**config.mk**
```make
export PLATFORM = sky130hd
export DESIGN_NAME = multilevel_feedback_queue_scheduler_flat
export DESIGN_NICKNAME = d
export VERILOG_FILES = /design/src/rtl/mfq_pkg.sv /design/src/rtl/mfq_if.sv /design/src/rtl/multilevel_feedback_queue_scheduler.sv /design/src/rtl/mfq_ram.sv /design/src/rtl/mfq_slice.sv /design/src/rtl/mfq_ctrl.sv /design/src/flat_wrapper.sv
export SDC_FILE = /design/constraint.sdc
export NUM_CORES = 2
export LEC_CHECK = 0
export BUFFER_PORTS_ARGS = -buffer_cell sky130_fd_sc_hd__buf_2
export CORE_ASPECT_RATIO = 1.5
export CORE_MARGIN = 8
export CORE_UTILIZATION = 40
export DETAILED_ROUTE_END_ITERATION = 10
export GPL_ROUTABILITY_DRIVEN = 0
export GPL_TIMING_DRIVEN = 0
export PLACE_DENSITY = 0.68
export REMOVE_ABC_BUFFERS = 1
export SYNTH_ARGS = -nofsm -noshare
export SYNTH_HDL_FRONTEND = slang
export SYNTH_SLANG_ARGS = --single-unit
```
**constraint.sdc**
```tcl
create_clock -name i_clk -period 8.5 [get_ports i_clk]
set_clock_uncertainty 0.1 [all_clocks]
set_input_delay 1.7 -clock i_clk [delete_from_list [all_inputs] [get_ports i_clk]]
set_output_delay 1.7 -clock i_clk [all_outputs]
set_load 0.02 [all_outputs]
```
**src/rtl/mfq_pkg.sv**
```systemverilog
// shared constants, types and helpers of the feedback queue scheduler
`default_nettype none
package mfq_pkg;

    localparam int QUEUE_DEPTH = 16;
    localparam int NUM_LEVELS  = 4;
    localparam int LVL_W       = 2;
    localparam int PTR_W       = (QUEUE_DEPTH > 1) ? $clog2(QUEUE_DEPTH) : 1;
    localparam int CNT_W       = $clog2(QUEUE_DEPTH + 1);
    localparam int ADDR_W      = LVL_W + PTR_W;
    localparam int MEM_DEPTH   = 1 << ADDR_W;
    localparam int ID_W        = 8;
    localparam int PC_W        = 16;
    localparam int Q_W         = 8;
    localparam int CFG_IDX_W   = 8;

    localparam logic [LVL_W-1:0] LAST_LEVEL = LVL_W'(NUM_LEVELS - 1);

    typedef enum logic {
        OP_ADMIT    = 1'b0,
        OP_DISPATCH = 1'b1
    } t_op;

    typedef enum logic [1:0] {
        STAT_ADMITTED   = 2'd0,
        STAT_FULL       = 2'd1,
        STAT_DISPATCHED = 2'd2,
        STAT_EMPTY      = 2'd3
    } t_status;

    typedef enum logic {
        ST_IDLE,
        ST_READ
    } t_state;

    typedef struct packed {
        logic [ID_W-1:0] id;
        logic [PC_W-1:0] pc;
        logic [PC_W-1:0] bound;
    } t_slot;

    typedef struct packed {
        logic              we;
        logic [ADDR_W-1:0] waddr;
        t_slot             wdata;
        logic              re;
        logic [ADDR_W-1:0] raddr;
    } t_mem_req;

    typedef struct packed {
        logic [Q_W-1:0]   steps;
        logic             done;
        logic [PC_W-1:0]  newpc;
        logic [LVL_W-1:0] next_level;
    } t_slice_res;

    typedef struct packed {
        t_status          status;
        logic [ID_W-1:0]  ran_id;
        logic [LVL_W-1:0] ran_level;
        logic [PC_W-1:0]  slice_start_pc;
        logic [Q_W-1:0]   steps_run;
        logic             completed;
        logic [LVL_W-1:0] next_level;
    } t_result;

    typedef logic [NUM_LEVELS-1:0][Q_W-1:0] t_quantum_set;

    localparam t_quantum_set QUANTUM_RESET = {8'd8, 8'd4, 8'd2, 8'd1};

    function automatic logic [PTR_W-1:0] next_ptr(input logic [PTR_W-1:0] ptr);
        logic [PTR_W-1:0] res;
        if (ptr == PTR_W'(QUEUE_DEPTH - 1)) begin
            res = '0;
        end else begin
            res = ptr + PTR_W'(1);
        end
        return res;
    endfunction

endpackage
`default_nettype wire

```
**src/rtl/mfq_if.sv**
```systemverilog
// handshake channel interfaces: items in, results out, register writes
`default_nettype none
interface mfq_in_if;
    logic                          valid;
    logic                          ready;
    logic                          operation;
    logic [mfq_pkg::ID_W-1:0]      process_id;
    logic [mfq_pkg::PC_W-1:0]      start_pc;
    logic [mfq_pkg::PC_W-1:0]      upper_bound;
    logic [mfq_pkg::LVL_W-1:0]     level;

    modport source (output valid, operation, process_id, start_pc, upper_bound, level,
                    input ready);
    modport sink   (input valid, operation, process_id, start_pc, upper_bound, level,
                    output ready);
endinterface

interface mfq_out_if;
    logic                          valid;
    logic                          ready;
    logic [1:0]                    status;
    logic [mfq_pkg::ID_W-1:0]      ran_id;
    logic [mfq_pkg::LVL_W-1:0]     ran_level;
    logic [mfq_pkg::PC_W-1:0]      slice_start_pc;
    logic [mfq_pkg::Q_W-1:0]       steps_run;
    logic                          completed;
    logic [mfq_pkg::LVL_W-1:0]     next_level;

    modport source (output valid, status, ran_id, ran_level, slice_start_pc, steps_run,
                    completed, next_level, input ready);
    modport sink   (input valid, status, ran_id, ran_level, slice_start_pc, steps_run,
                    completed, next_level, output ready);
endinterface

interface mfq_cfg_if;
    logic                            valid;
    logic                            ready;
    logic [mfq_pkg::CFG_IDX_W-1:0]   index;
    logic [mfq_pkg::Q_W-1:0]         data;

    modport source (output valid, index, data, input ready);
    modport sink   (input valid, index, data, output ready);
endinterface
`default_nettype wire

```
**src/rtl/multilevel_feedback_queue_scheduler.sv**
```systemverilog
// top level: quantum registers, control and slot memory
//
//  channel  dir  handshake          payload
//  i_in     in   valid / ready      operation, process_id, start_pc, upper_bound, level
//  o_out    out  valid / ready      status, ran_id, ran_level, slice_start_pc,
//                                   steps_run, completed, next_level
//  i_cfg    in   valid / ready      index, data (quantum of level index)
//
//  admit, and dispatch of an empty scheduler, are answered from the idle state; a dispatch
//  otherwise reads the queue head from the slot memory, then writes back the demoted entry
//  results sit in an output register; i_in stalls while it holds an untaken beat
//  reset is synchronous and clears pointers and counts at once; no memory clearing pass
//  i_cfg is always ready, a write to an index above 3 is dropped
`default_nettype none
module multilevel_feedback_queue_scheduler (
    input  wire logic i_clk,
    input  wire logic i_rst_n,
    mfq_in_if.sink    i_in,
    mfq_out_if.source o_out,
    mfq_cfg_if.sink   i_cfg
);

    mfq_pkg::t_quantum_set r_quantum;
    mfq_pkg::t_mem_req     mem_req;
    mfq_pkg::t_slot        mem_rdata;

    assign i_cfg.ready = 1'b1;

    always_ff @(posedge i_clk) begin
        if (!i_rst_n) begin
            r_quantum <= mfq_pkg::QUANTUM_RESET;
        end else if (i_cfg.valid && i_cfg.ready
                     && i_cfg.index < mfq_pkg::CFG_IDX_W'(mfq_pkg::NUM_LEVELS)) begin
            r_quantum[i_cfg.index[mfq_pkg::LVL_W-1:0]] <= i_cfg.data;
        end
    end

    mfq_ctrl u_ctrl (
        .i_clk       (i_clk),
        .i_rst_n     (i_rst_n),
        .i_in        (i_in),
        .o_out       (o_out),
        .i_quantum   (r_quantum),
        .o_mem_req   (mem_req),
        .i_mem_rdata (mem_rdata)
    );

    mfq_ram u_ram (
        .i_clk   (i_clk),
        .i_req   (mem_req),
        .o_rdata (mem_rdata)
    );

endmodule
`default_nettype wire

```
**src/rtl/mfq_ram.sv**
```systemverilog
// slot memory: one write port, one read port with registered read data
`default_nettype none
module mfq_ram (
    input  wire logic              i_clk,
    input  wire mfq_pkg::t_mem_req i_req,
    output mfq_pkg::t_slot         o_rdata
);

    mfq_pkg::t_slot r_mem [mfq_pkg::MEM_DEPTH];
    mfq_pkg::t_slot r_rdata;

    always_ff @(posedge i_clk) begin
        if (i_req.we) begin
            r_mem[i_req.waddr] <= i_req.wdata;
        end
        if (i_req.re) begin
            r_rdata <= r_mem[i_req.raddr];
        end
    end

    assign o_rdata = r_rdata;

endmodule
`default_nettype wire

```
**src/rtl/mfq_slice.sv**
```systemverilog
// time slice arithmetic: steps run, new pc, completion and demotion level
`default_nettype none
module mfq_slice (
    input  wire mfq_pkg::t_slot              i_slot,
    input  wire logic [mfq_pkg::Q_W-1:0]     i_quantum,
    input  wire logic [mfq_pkg::LVL_W-1:0]   i_level,
    output mfq_pkg::t_slice_res              o_res
);

    logic                       pc_gt;
    logic                       q_lt;
    logic [mfq_pkg::PC_W:0]     room;

    always_comb begin
        pc_gt = i_slot.pc > i_slot.bound;
        // steps left up to and including the bound
        room  = {1'b0, i_slot.bound} - {1'b0, i_slot.pc} + (mfq_pkg::PC_W + 1)'(1);
        q_lt  = (mfq_pkg::PC_W + 1)'(i_quantum) < room;

        if (pc_gt) begin
            o_res.steps = '0;
        end else if (q_lt) begin
            o_res.steps = i_quantum;
        end else begin
            o_res.steps = room[mfq_pkg::Q_W-1:0];
        end
        // a full run up to the bound always carries pc past it
        o_res.done       = pc_gt || !q_lt;
        o_res.newpc      = i_slot.pc + mfq_pkg::PC_W'(o_res.steps);
        o_res.next_level = (i_level == mfq_pkg::LAST_LEVEL) ? i_level
                                                           : i_level + mfq_pkg::LVL_W'(1);
    end

endmodule
`default_nettype wire

```
**src/rtl/mfq_ctrl.sv**
```systemverilog
// queue pointers, counts, sequencing of admit and dispatch, result register
`default_nettype none
module mfq_ctrl (
    input  wire logic                   i_clk,
    input  wire logic                   i_rst_n,
    mfq_in_if.sink                      i_in,
    mfq_out_if.source                   o_out,
    input  wire mfq_pkg::t_quantum_set  i_quantum,
    output mfq_pkg::t_mem_req           o_mem_req,
    input  wire mfq_pkg::t_slot         i_mem_rdata
);

    mfq_pkg::t_state                 r_state, n_state;
    logic [mfq_pkg::PTR_W-1:0]       r_head   [mfq_pkg::NUM_LEVELS];
    logic [mfq_pkg::PTR_W-1:0]       n_head   [mfq_pkg::NUM_LEVELS];
    logic [mfq_pkg::PTR_W-1:0]       r_tail   [mfq_pkg::NUM_LEVELS];
    logic [mfq_pkg::PTR_W-1:0]       n_tail   [mfq_pkg::NUM_LEVELS];
    logic [mfq_pkg::CNT_W-1:0]       r_count  [mfq_pkg::NUM_LEVELS];
    logic [mfq_pkg::CNT_W-1:0]       n_count  [mfq_pkg::NUM_LEVELS];
    logic [mfq_pkg::CNT_W-1:0]       r_active, n_active;
    logic [mfq_pkg::LVL_W-1:0]       r_lv, n_lv;
    logic                            r_out_valid, n_out_valid;
    mfq_pkg::t_result                r_out, n_out;

    logic                            in_fire;
    logic                            is_dispatch;
    logic                            any_ne;
    logic [mfq_pkg::LVL_W-1:0]       sel_lv;
    logic                            is_full;
    logic                            out_free;
    mfq_pkg::t_slot                  slot_new;
    mfq_pkg::t_slice_res             slice;

    mfq_slice u_slice (
        .i_slot    (i_mem_rdata),
        .i_quantum (i_quantum[r_lv]),
        .i_level   (r_lv),
        .o_res     (slice)
    );

    // lowest-numbered level holding a process
    always_comb begin
        any_ne = 1'b0;
        sel_lv = '0;
        for (int l = mfq_pkg::NUM_LEVELS - 1; l >= 0; l--) begin
            if (r_count[l] != '0) begin
                any_ne = 1'b1;
                sel_lv = mfq_pkg::LVL_W'(l);
            end
        end
    end

    assign is_dispatch   = i_in.operation == mfq_pkg::OP_DISPATCH;
    assign in_fire       = i_in.valid && i_in.ready;
    assign is_full       = r_active >= mfq_pkg::CNT_W'(mfq_pkg::QUEUE_DEPTH);
    assign out_free      = !r_out_valid || o_out.ready;
    assign slot_new.id    = i_in.process_id;
    assign slot_new.pc    = i_in.start_pc;
    assign slot_new.bound = i_in.upper_bound;

    // next state
    always_comb begin
        n_state = r_state;
        case (r_state)
            mfq_pkg::ST_IDLE: begin
                if (in_fire && is_dispatch && any_ne) begin
                    n_state = mfq_pkg::ST_READ;
                end
            end
            mfq_pkg::ST_READ: begin
                n_state = mfq_pkg::ST_IDLE;
            end
            default: begin
                n_state = mfq_pkg::ST_IDLE;
            end
        endcase
    end

    // outputs: handshake and memory port
    assign i_in.ready = (r_state == mfq_pkg::ST_IDLE) && out_free;

    always_comb begin
        o_mem_req = '0;
        case (r_state)
            mfq_pkg::ST_IDLE: begin
                o_mem_req.re    = in_fire && is_dispatch && any_ne;
                o_mem_req.raddr = {sel_lv, r_head[sel_lv]};
                o_mem_req.we    = in_fire && !is_dispatch && !is_full;
                o_mem_req.waddr = {i_in.level, r_tail[i_in.level]};
                o_mem_req.wdata = slot_new;
            end
            mfq_pkg::ST_READ: begin
                // demoted process goes back at the tail of its new level
                o_mem_req.we          = !slice.done;
                o_mem_req.waddr       = {slice.next_level, r_tail[slice.next_level]};
                o_mem_req.wdata.id    = i_mem_rdata.id;
                o_mem_req.wdata.pc    = slice.newpc;
                o_mem_req.wdata.bound = i_mem_rdata.bound;
            end
            default: begin
                o_mem_req = '0;
            end
        endcase
    end

    // pointer, count and result updates
    always_comb begin
        n_head      = r_head;
        n_tail      = r_tail;
        n_count     = r_count;
        n_active    = r_active;
        n_lv        = r_lv;
        n_out       = r_out;
        n_out_valid = r_out_valid;

        if (r_out_valid && o_out.ready) begin
            n_out_valid = 1'b0;
        end

        case (r_state)
            mfq_pkg::ST_IDLE: begin
                if (in_fire) begin
                    n_out = '0;
                    if (!is_dispatch) begin
                        n_out_valid = 1'b1;
                        if (is_full) begin
                            n_out.status = mfq_pkg::STAT_FULL;
                        end else begin
                            n_out.status          = mfq_pkg::STAT_ADMITTED;
                            n_tail[i_in.level]  = mfq_pkg::next_ptr(r_tail[i_in.level]);
                            n_count[i_in.level] = r_count[i_in.level]
                                                  + mfq_pkg::CNT_W'(1);
                            n_active              = r_active + mfq_pkg::CNT_W'(1);
                        end
                    end else if (!any_ne) begin
                        n_out_valid  = 1'b1;
                        n_out.status = mfq_pkg::STAT_EMPTY;
                    end else begin
                        n_lv            = sel_lv;
                        n_head[sel_lv]  = mfq_pkg::next_ptr(r_head[sel_lv]);
                        n_count[sel_lv] = r_count[sel_lv] - mfq_pkg::CNT_W'(1);
                    end
                end
            end
            mfq_pkg::ST_READ: begin
                n_out_valid          = 1'b1;
                n_out.status         = mfq_pkg::STAT_DISPATCHED;
                n_out.ran_id         = i_mem_rdata.id;
                n_out.ran_level      = r_lv;
                n_out.slice_start_pc = i_mem_rdata.pc;
                n_out.steps_run      = slice.steps;
                n_out.completed      = slice.done;
                if (slice.done) begin
                    n_out.next_level = '0;
                    n_active         = r_active - mfq_pkg::CNT_W'(1);
                end else begin
                    n_out.next_level          = slice.next_level;
                    n_tail[slice.next_level]  = mfq_pkg::next_ptr(r_tail[slice.next_level]);
                    n_count[slice.next_level] = r_count[slice.next_level]
                                                + mfq_pkg::CNT_W'(1);
                end
            end
            default: begin
                n_out_valid = r_out_valid;
            end
        endcase
    end

    always_ff @(posedge i_clk) begin
        if (!i_rst_n) begin
            r_state     <= mfq_pkg::ST_IDLE;
            r_active    <= '0;
            r_out_valid <= 1'b0;
            for (int l = 0; l < mfq_pkg::NUM_LEVELS; l++) begin
                r_head[l]  <= '0;
                r_tail[l]  <= '0;
                r_count[l] <= '0;
            end
        end else begin
            r_state     <= n_state;
            r_active    <= n_active;
            r_out_valid <= n_out_valid;
            r_head      <= n_head;
            r_tail      <= n_tail;
            r_count     <= n_count;
        end
    end

    always_ff @(posedge i_clk) begin
        r_lv  <= n_lv;
        r_out <= n_out;
    end

    assign o_out.valid          = r_out_valid;
    assign o_out.status         = r_out.status;
    assign o_out.ran_id         = r_out.ran_id;
    assign o_out.ran_level      = r_out.ran_level;
    assign o_out.slice_start_pc = r_out.slice_start_pc;
    assign o_out.steps_run      = r_out.steps_run;
    assign o_out.completed      = r_out.completed;
    assign o_out.next_level     = r_out.next_level;

    // the occupancy total tracks the per-level counts plus the head being read
    a_total_matches: assert property (@(posedge i_clk) disable iff (!i_rst_n)
        r_active == r_count[0] + r_count[1] + r_count[2] + r_count[3]
                    + mfq_pkg::CNT_W'(r_state == mfq_pkg::ST_READ))
        else $error("active total differs from sum of level counts");

    a_total_bound: assert property (@(posedge i_clk) disable iff (!i_rst_n)
        r_active <= mfq_pkg::CNT_W'(mfq_pkg::QUEUE_DEPTH))
        else $error("active total above queue depth");

    // the result slot is always free when the head read comes back
    a_read_slot_free: assert property (@(posedge i_clk) disable iff (!i_rst_n)
        r_state == mfq_pkg::ST_READ |-> !r_out_valid)
        else $error("result register busy during dispatch read");

    a_dispatch_reads: assert property (@(posedge i_clk) disable iff (!i_rst_n)
        (in_fire && is_dispatch && any_ne) |=> (r_state == mfq_pkg::ST_READ && !i_in.ready))
        else $error("dispatch did not enter read phase");

endmodule
`default_nettype wire

```
**src/flat_wrapper.sv**
```systemverilog
// flat-port wrapper written by rule: the top's interface ports become plain ports
module multilevel_feedback_queue_scheduler_flat 
  (i_clk, i_rst_n, i_in_valid, i_in_operation, i_in_process_id, i_in_start_pc, i_in_upper_bound, i_in_level, i_in_ready, o_out_valid, o_out_status, o_out_ran_id, o_out_ran_level, o_out_slice_start_pc, o_out_steps_run, o_out_completed, o_out_next_level, o_out_ready, i_cfg_valid, i_cfg_index, i_cfg_data, i_cfg_ready);
  mfq_in_if i_in_i ();
  mfq_out_if o_out_i ();
  mfq_cfg_if i_cfg_i ();
  input  wire logic i_clk;
  input  wire logic i_rst_n;
  input wire logic [$bits(i_in_i.valid)-1:0] i_in_valid;
  input wire logic [$bits(i_in_i.operation)-1:0] i_in_operation;
  input wire logic [$bits(i_in_i.process_id)-1:0] i_in_process_id;
  input wire logic [$bits(i_in_i.start_pc)-1:0] i_in_start_pc;
  input wire logic [$bits(i_in_i.upper_bound)-1:0] i_in_upper_bound;
  input wire logic [$bits(i_in_i.level)-1:0] i_in_level;
  output wire logic [$bits(i_in_i.ready)-1:0] i_in_ready;
  output wire logic [$bits(o_out_i.valid)-1:0] o_out_valid;
  output wire logic [$bits(o_out_i.status)-1:0] o_out_status;
  output wire logic [$bits(o_out_i.ran_id)-1:0] o_out_ran_id;
  output wire logic [$bits(o_out_i.ran_level)-1:0] o_out_ran_level;
  output wire logic [$bits(o_out_i.slice_start_pc)-1:0] o_out_slice_start_pc;
  output wire logic [$bits(o_out_i.steps_run)-1:0] o_out_steps_run;
  output wire logic [$bits(o_out_i.completed)-1:0] o_out_completed;
  output wire logic [$bits(o_out_i.next_level)-1:0] o_out_next_level;
  input wire logic [$bits(o_out_i.ready)-1:0] o_out_ready;
  input wire logic [$bits(i_cfg_i.valid)-1:0] i_cfg_valid;
  input wire logic [$bits(i_cfg_i.index)-1:0] i_cfg_index;
  input wire logic [$bits(i_cfg_i.data)-1:0] i_cfg_data;
  output wire logic [$bits(i_cfg_i.ready)-1:0] i_cfg_ready;
  assign i_in_i.valid = i_in_valid;
  assign i_in_i.operation = i_in_operation;
  assign i_in_i.process_id = i_in_process_id;
  assign i_in_i.start_pc = i_in_start_pc;
  assign i_in_i.upper_bound = i_in_upper_bound;
  assign i_in_i.level = i_in_level;
  assign i_in_ready = i_in_i.ready;
  assign o_out_valid = o_out_i.valid;
  assign o_out_status = o_out_i.status;
  assign o_out_ran_id = o_out_i.ran_id;
  assign o_out_ran_level = o_out_i.ran_level;
  assign o_out_slice_start_pc = o_out_i.slice_start_pc;
  assign o_out_steps_run = o_out_i.steps_run;
  assign o_out_completed = o_out_i.completed;
  assign o_out_next_level = o_out_i.next_level;
  assign o_out_i.ready = o_out_ready;
  assign i_cfg_i.valid = i_cfg_valid;
  assign i_cfg_i.index = i_cfg_index;
  assign i_cfg_i.data = i_cfg_data;
  assign i_cfg_ready = i_cfg_i.ready;
  multilevel_feedback_queue_scheduler u_core (.i_clk(i_clk), .i_rst_n(i_rst_n), .i_in(i_in_i), .o_out(o_out_i), .i_cfg(i_cfg_i));
endmodule
```
==> summary.md <==
| Metric | Value |
|---|---|
| Status | completed |
| First-pass DRT Iterations | 8 |
| Minimum clock period | just over 8 ns |
| CTS hold repair buffers | 0 |
| Initial antenna violation count | 23 |
| Synth top cells by count | edfxtp_1 (2641), nand2_1 (951), mux2i_1 (366) |
| Vias | between 70000 and 80000 |
| Clk buf depth | 4 |
| RSZ-0062 raised after global routing | no |
| Vias per cell | about 6.4 |
| CP max stage cell | or4_4 |
| Core box area | about 280000 um2 |
| Synth Warn # | 0 |
| Mapped Area | roughly 110000 um2 |
| Avg WL per Cell | ~33 um |
| Crit path DAT | 8.67 ns |
| Rel. slew slack | under 10% |
| Largest net degree at the start of global routing | 163 |
| Worst hold path type | flop to flop |
| Io pins | around 110 |
| Worst path most repeated cell | a21o_1 |
| Max Clk Rate | between 100 and 150 MHz |
| CTS tree | done |
| Ys async rst share | 0% |
| EDFF count, synth | approximately 2600 |
| Clock Latency Late Sink | approximately 0.9 ns |
| Area grow syn2layout | 15.8% |
| Cells after Synth | about 7600 |
| Die W | approximately 450 um |
| Yosys reg bits | 2732 |
| WHS | about 0.37 ns |
| Drt drc | 0 |
| Most frequent cell after synthesis | edfxtp_1 |
| CP Max Fanout | 36 |
| Crit Path Category | flop to flop |
| Post-Route WL | ~380000 um |
| Peak supply drop | slightly above 0.0005 V |
| Slew @ Worst Pin | between 1 and 1.5 ns |
| Top delay family on crit path | compound AO/OA/AOI/OAI gates |
| PwrDens | 329 nW/um2 |
| Final period util | a little over nine tenths |
| Number of buffers created by CTS | 235 |
| Final setup fails | 0 |
| First-pass GRT wire length | 527000 um |
| Endpoint class of the critical path | flop |
| Hold Vio Cnt, Final | 0 |
| # port buffers | 104 |
| All-Layer GR Usage | 24.4% |
| Mean Syn Cell Area | around 15 um2 |
| Vias in the first global route | ~72000 |
| Yosys cell types | 95 |
| WP buf/inv | 3 |
| # rows | ~240 |
| Die Y | ~660 um |
| Leading area contributor after synthesis | edfxtp_1 |
| H-Tree Depth | 4 |
| Post-DRT Antenna Nets | 0 |
| Nets@finish | 7889 |
| Slowest stage delay, CP | ~0.73 ns |
| Grt ovf | 0 |
| CP startpoint kind | flop |
| Setup TNS | 0 ns |
| CTS sink count | between 2000 and 3000 |
| Share of cells above drive strength 1 | between 10 and 15% |
| CP Data Required Time | about 9 ns |
| Total Power | 42.6 mW |
| Starting Density | 40.2% |
| Most used DFF post-synth | edfxtp_1 |
| Clk root buf | clkbuf_16 |
| Max Cap Viol | 0 |
| First-iteration detailed-routing DRC count | between 10000 and 15000 |
| Worst-path clk slew | around 0.070 ns |
| Fin. max-slew vios | 0 |
| Die footprint | ~300000 um2 |
| LEAKAGE | 41.6 nW |
| DP HPWL | between 200000 and 250000 um |
| Proportion of synthesized chip area in sequential cells | approximately 73% |
| Synth top area cells | edfxtp_1 (71%), mux2i_1 (3.3%), nand2_1 (3.2%) |
| Share of the synthesized area in the top cell type | about 71% |
==> final cells by class <==
cell class / instances / area, um2
antenna: 12 / 30.0
clock buffer: 274 / 6090
clock inverter: 150 / 1460
fill: 23000 / 148000
inverter: 64 / 269
multi-input combinational: 4304 / 28700
sequential: 2732 / 81100
tap: 3704 / 4630
timing repair buffer: 413 / 7030
==> worst register-to-register path: cells and delay by family, from the launching register on <==
| kind | cells | cell delay (ns) |
|---|---|---|
| and+or+nand+nor | 3 | 0.99 |
| adders and majority gates | 5 | 1.72 |
| DFF | 1 | 0.57 |
| xor gates and xnor gates | 2 | 0.55 |
| AOI/OAI and AO/OA | 17 | 3.44 |
| buffers and inverters | 3 | 0.46 |
==> flip-flops by register name, indices dropped and copies added, names as in the netlist, 2 cells and up <==
signal / cells
u_core.u_ram.r_mem: 2560
u_core.u_ram.o_rdata: 40
u_core.r_quantum: 32
u_core.u_ctrl.r_count: 20
u_core.u_ctrl.o_out.slice_start_pc: 16
u_core.u_ctrl.r_head: 16
u_core.u_ctrl.r_tail: 16
u_core.u_ctrl.o_out.ran_id: 8
u_core.u_ctrl.o_out.steps_run: 8
u_core.u_ctrl.r_active: 5
u_core.u_ctrl.o_out.next_level: 2
u_core.u_ctrl.o_out.ran_level: 2
u_core.u_ctrl.o_out.status: 2
u_core.u_ctrl.r_lv: 2
==> path summary, 6_finish.rpt <==
kind | cells after the start | to | start | slack, ns
setup reg to reg | 30 | u_core.u_ram.r_mem[44][27] | u_core.u_ram.o_rdata[1] | 0.36
setup / recovery | 30 | u_core.u_ram.r_mem[44][27] | u_core.u_ram.o_rdata[1] | 0.36
hold / removal | 2 | u_core.u_ctrl.r_active[3] | u_core.u_ctrl.r_active[3] | 0.37
hold reg to reg | 2 | u_core.u_ctrl.r_active[3] | u_core.u_ctrl.r_active[3] | 0.37
==> metrics by stage <==
step | utilization (%) | setup WS [ns] | area (um2) | instances
after floorplan | - | -18.07 | 109000 | 7096
after global placement | 41.1 | -58.41 | 114000 | 10900
after detailed placement | 43.8 | -0.705 | 122000 | 11200
after CTS | 46.5 | 0.00146 | 129000 | 11600
after global routing | 46.6 | 0.0770 | 129000 | 11600
final | 46.6 | 0.364 | 129000 | 11700
==> repair_timing <==
item | CTS | global route
cloned | 2 | 2
gates resized for setup | 6 | 11
endpoints found under the setup margin | 594 | 600
buffers inserted | 2 | 3
pin swaps | 1 | 3
==> metal layers <==
metal | track usage, % | routed length [um]
met1 | 29.6 | 128000
met2 | 37.6 | 170000
met3 | 6.17 | 47400
met4 | 17.7 | 34500
met5 | 0 | 58
==> cells by family after synthesis <==
family | share of synthesized area [%]
mux | 5.17
xor+xnor | 0.298
simple gates | 8.61
compound gates | 9.95
fa+ha+maj | 0.867
other cells | 0.00336
buf+inv | 2.48
flops | 72.6
==> cell usage in the layout (no fill, tap or decap), types with 23 or more instances in the layout <==
cell and instances:
and3_1 100, nor2_4 72, o22ai_1 67, ha_1 71, xnor2_1 23, nor4_1 55, clkbuf_16 238, nor3_1 139
clkinv_2 47, a31oi_1 137, clkinv_1 54, a311oi_1 68, bufinv_16 28, nand2_1 943, o311ai_0 39, dfxtp_1 90
or3_1 129, mux2i_1 364, a21o_1 25, o21ai_1 25, o21ai_0 178, mux4_2 46, buf_2 104, a22oi_1 55
a221oi_1 89, a211oi_1 167, a21oi_1 198, a2bb2oi_1 23, nand3_1 311, o221ai_1 121, nor2_1 274, clkbuf_1 36
buf_16 94, buf_12 177, o211ai_1 134, edfxtp_1 2641, inv_1 59, mux2_2 90
==> report_power, final <==
part	internal, mW	switching, mW	total (mW)
Clock	5.96	4.87	10.8
Sequential	16.0	0.424	16.4
Combinational	4.58	10.8	15.4
Total	26.5	16.1	42.6
No activity file was read; power rests on OpenSTA's default activity.
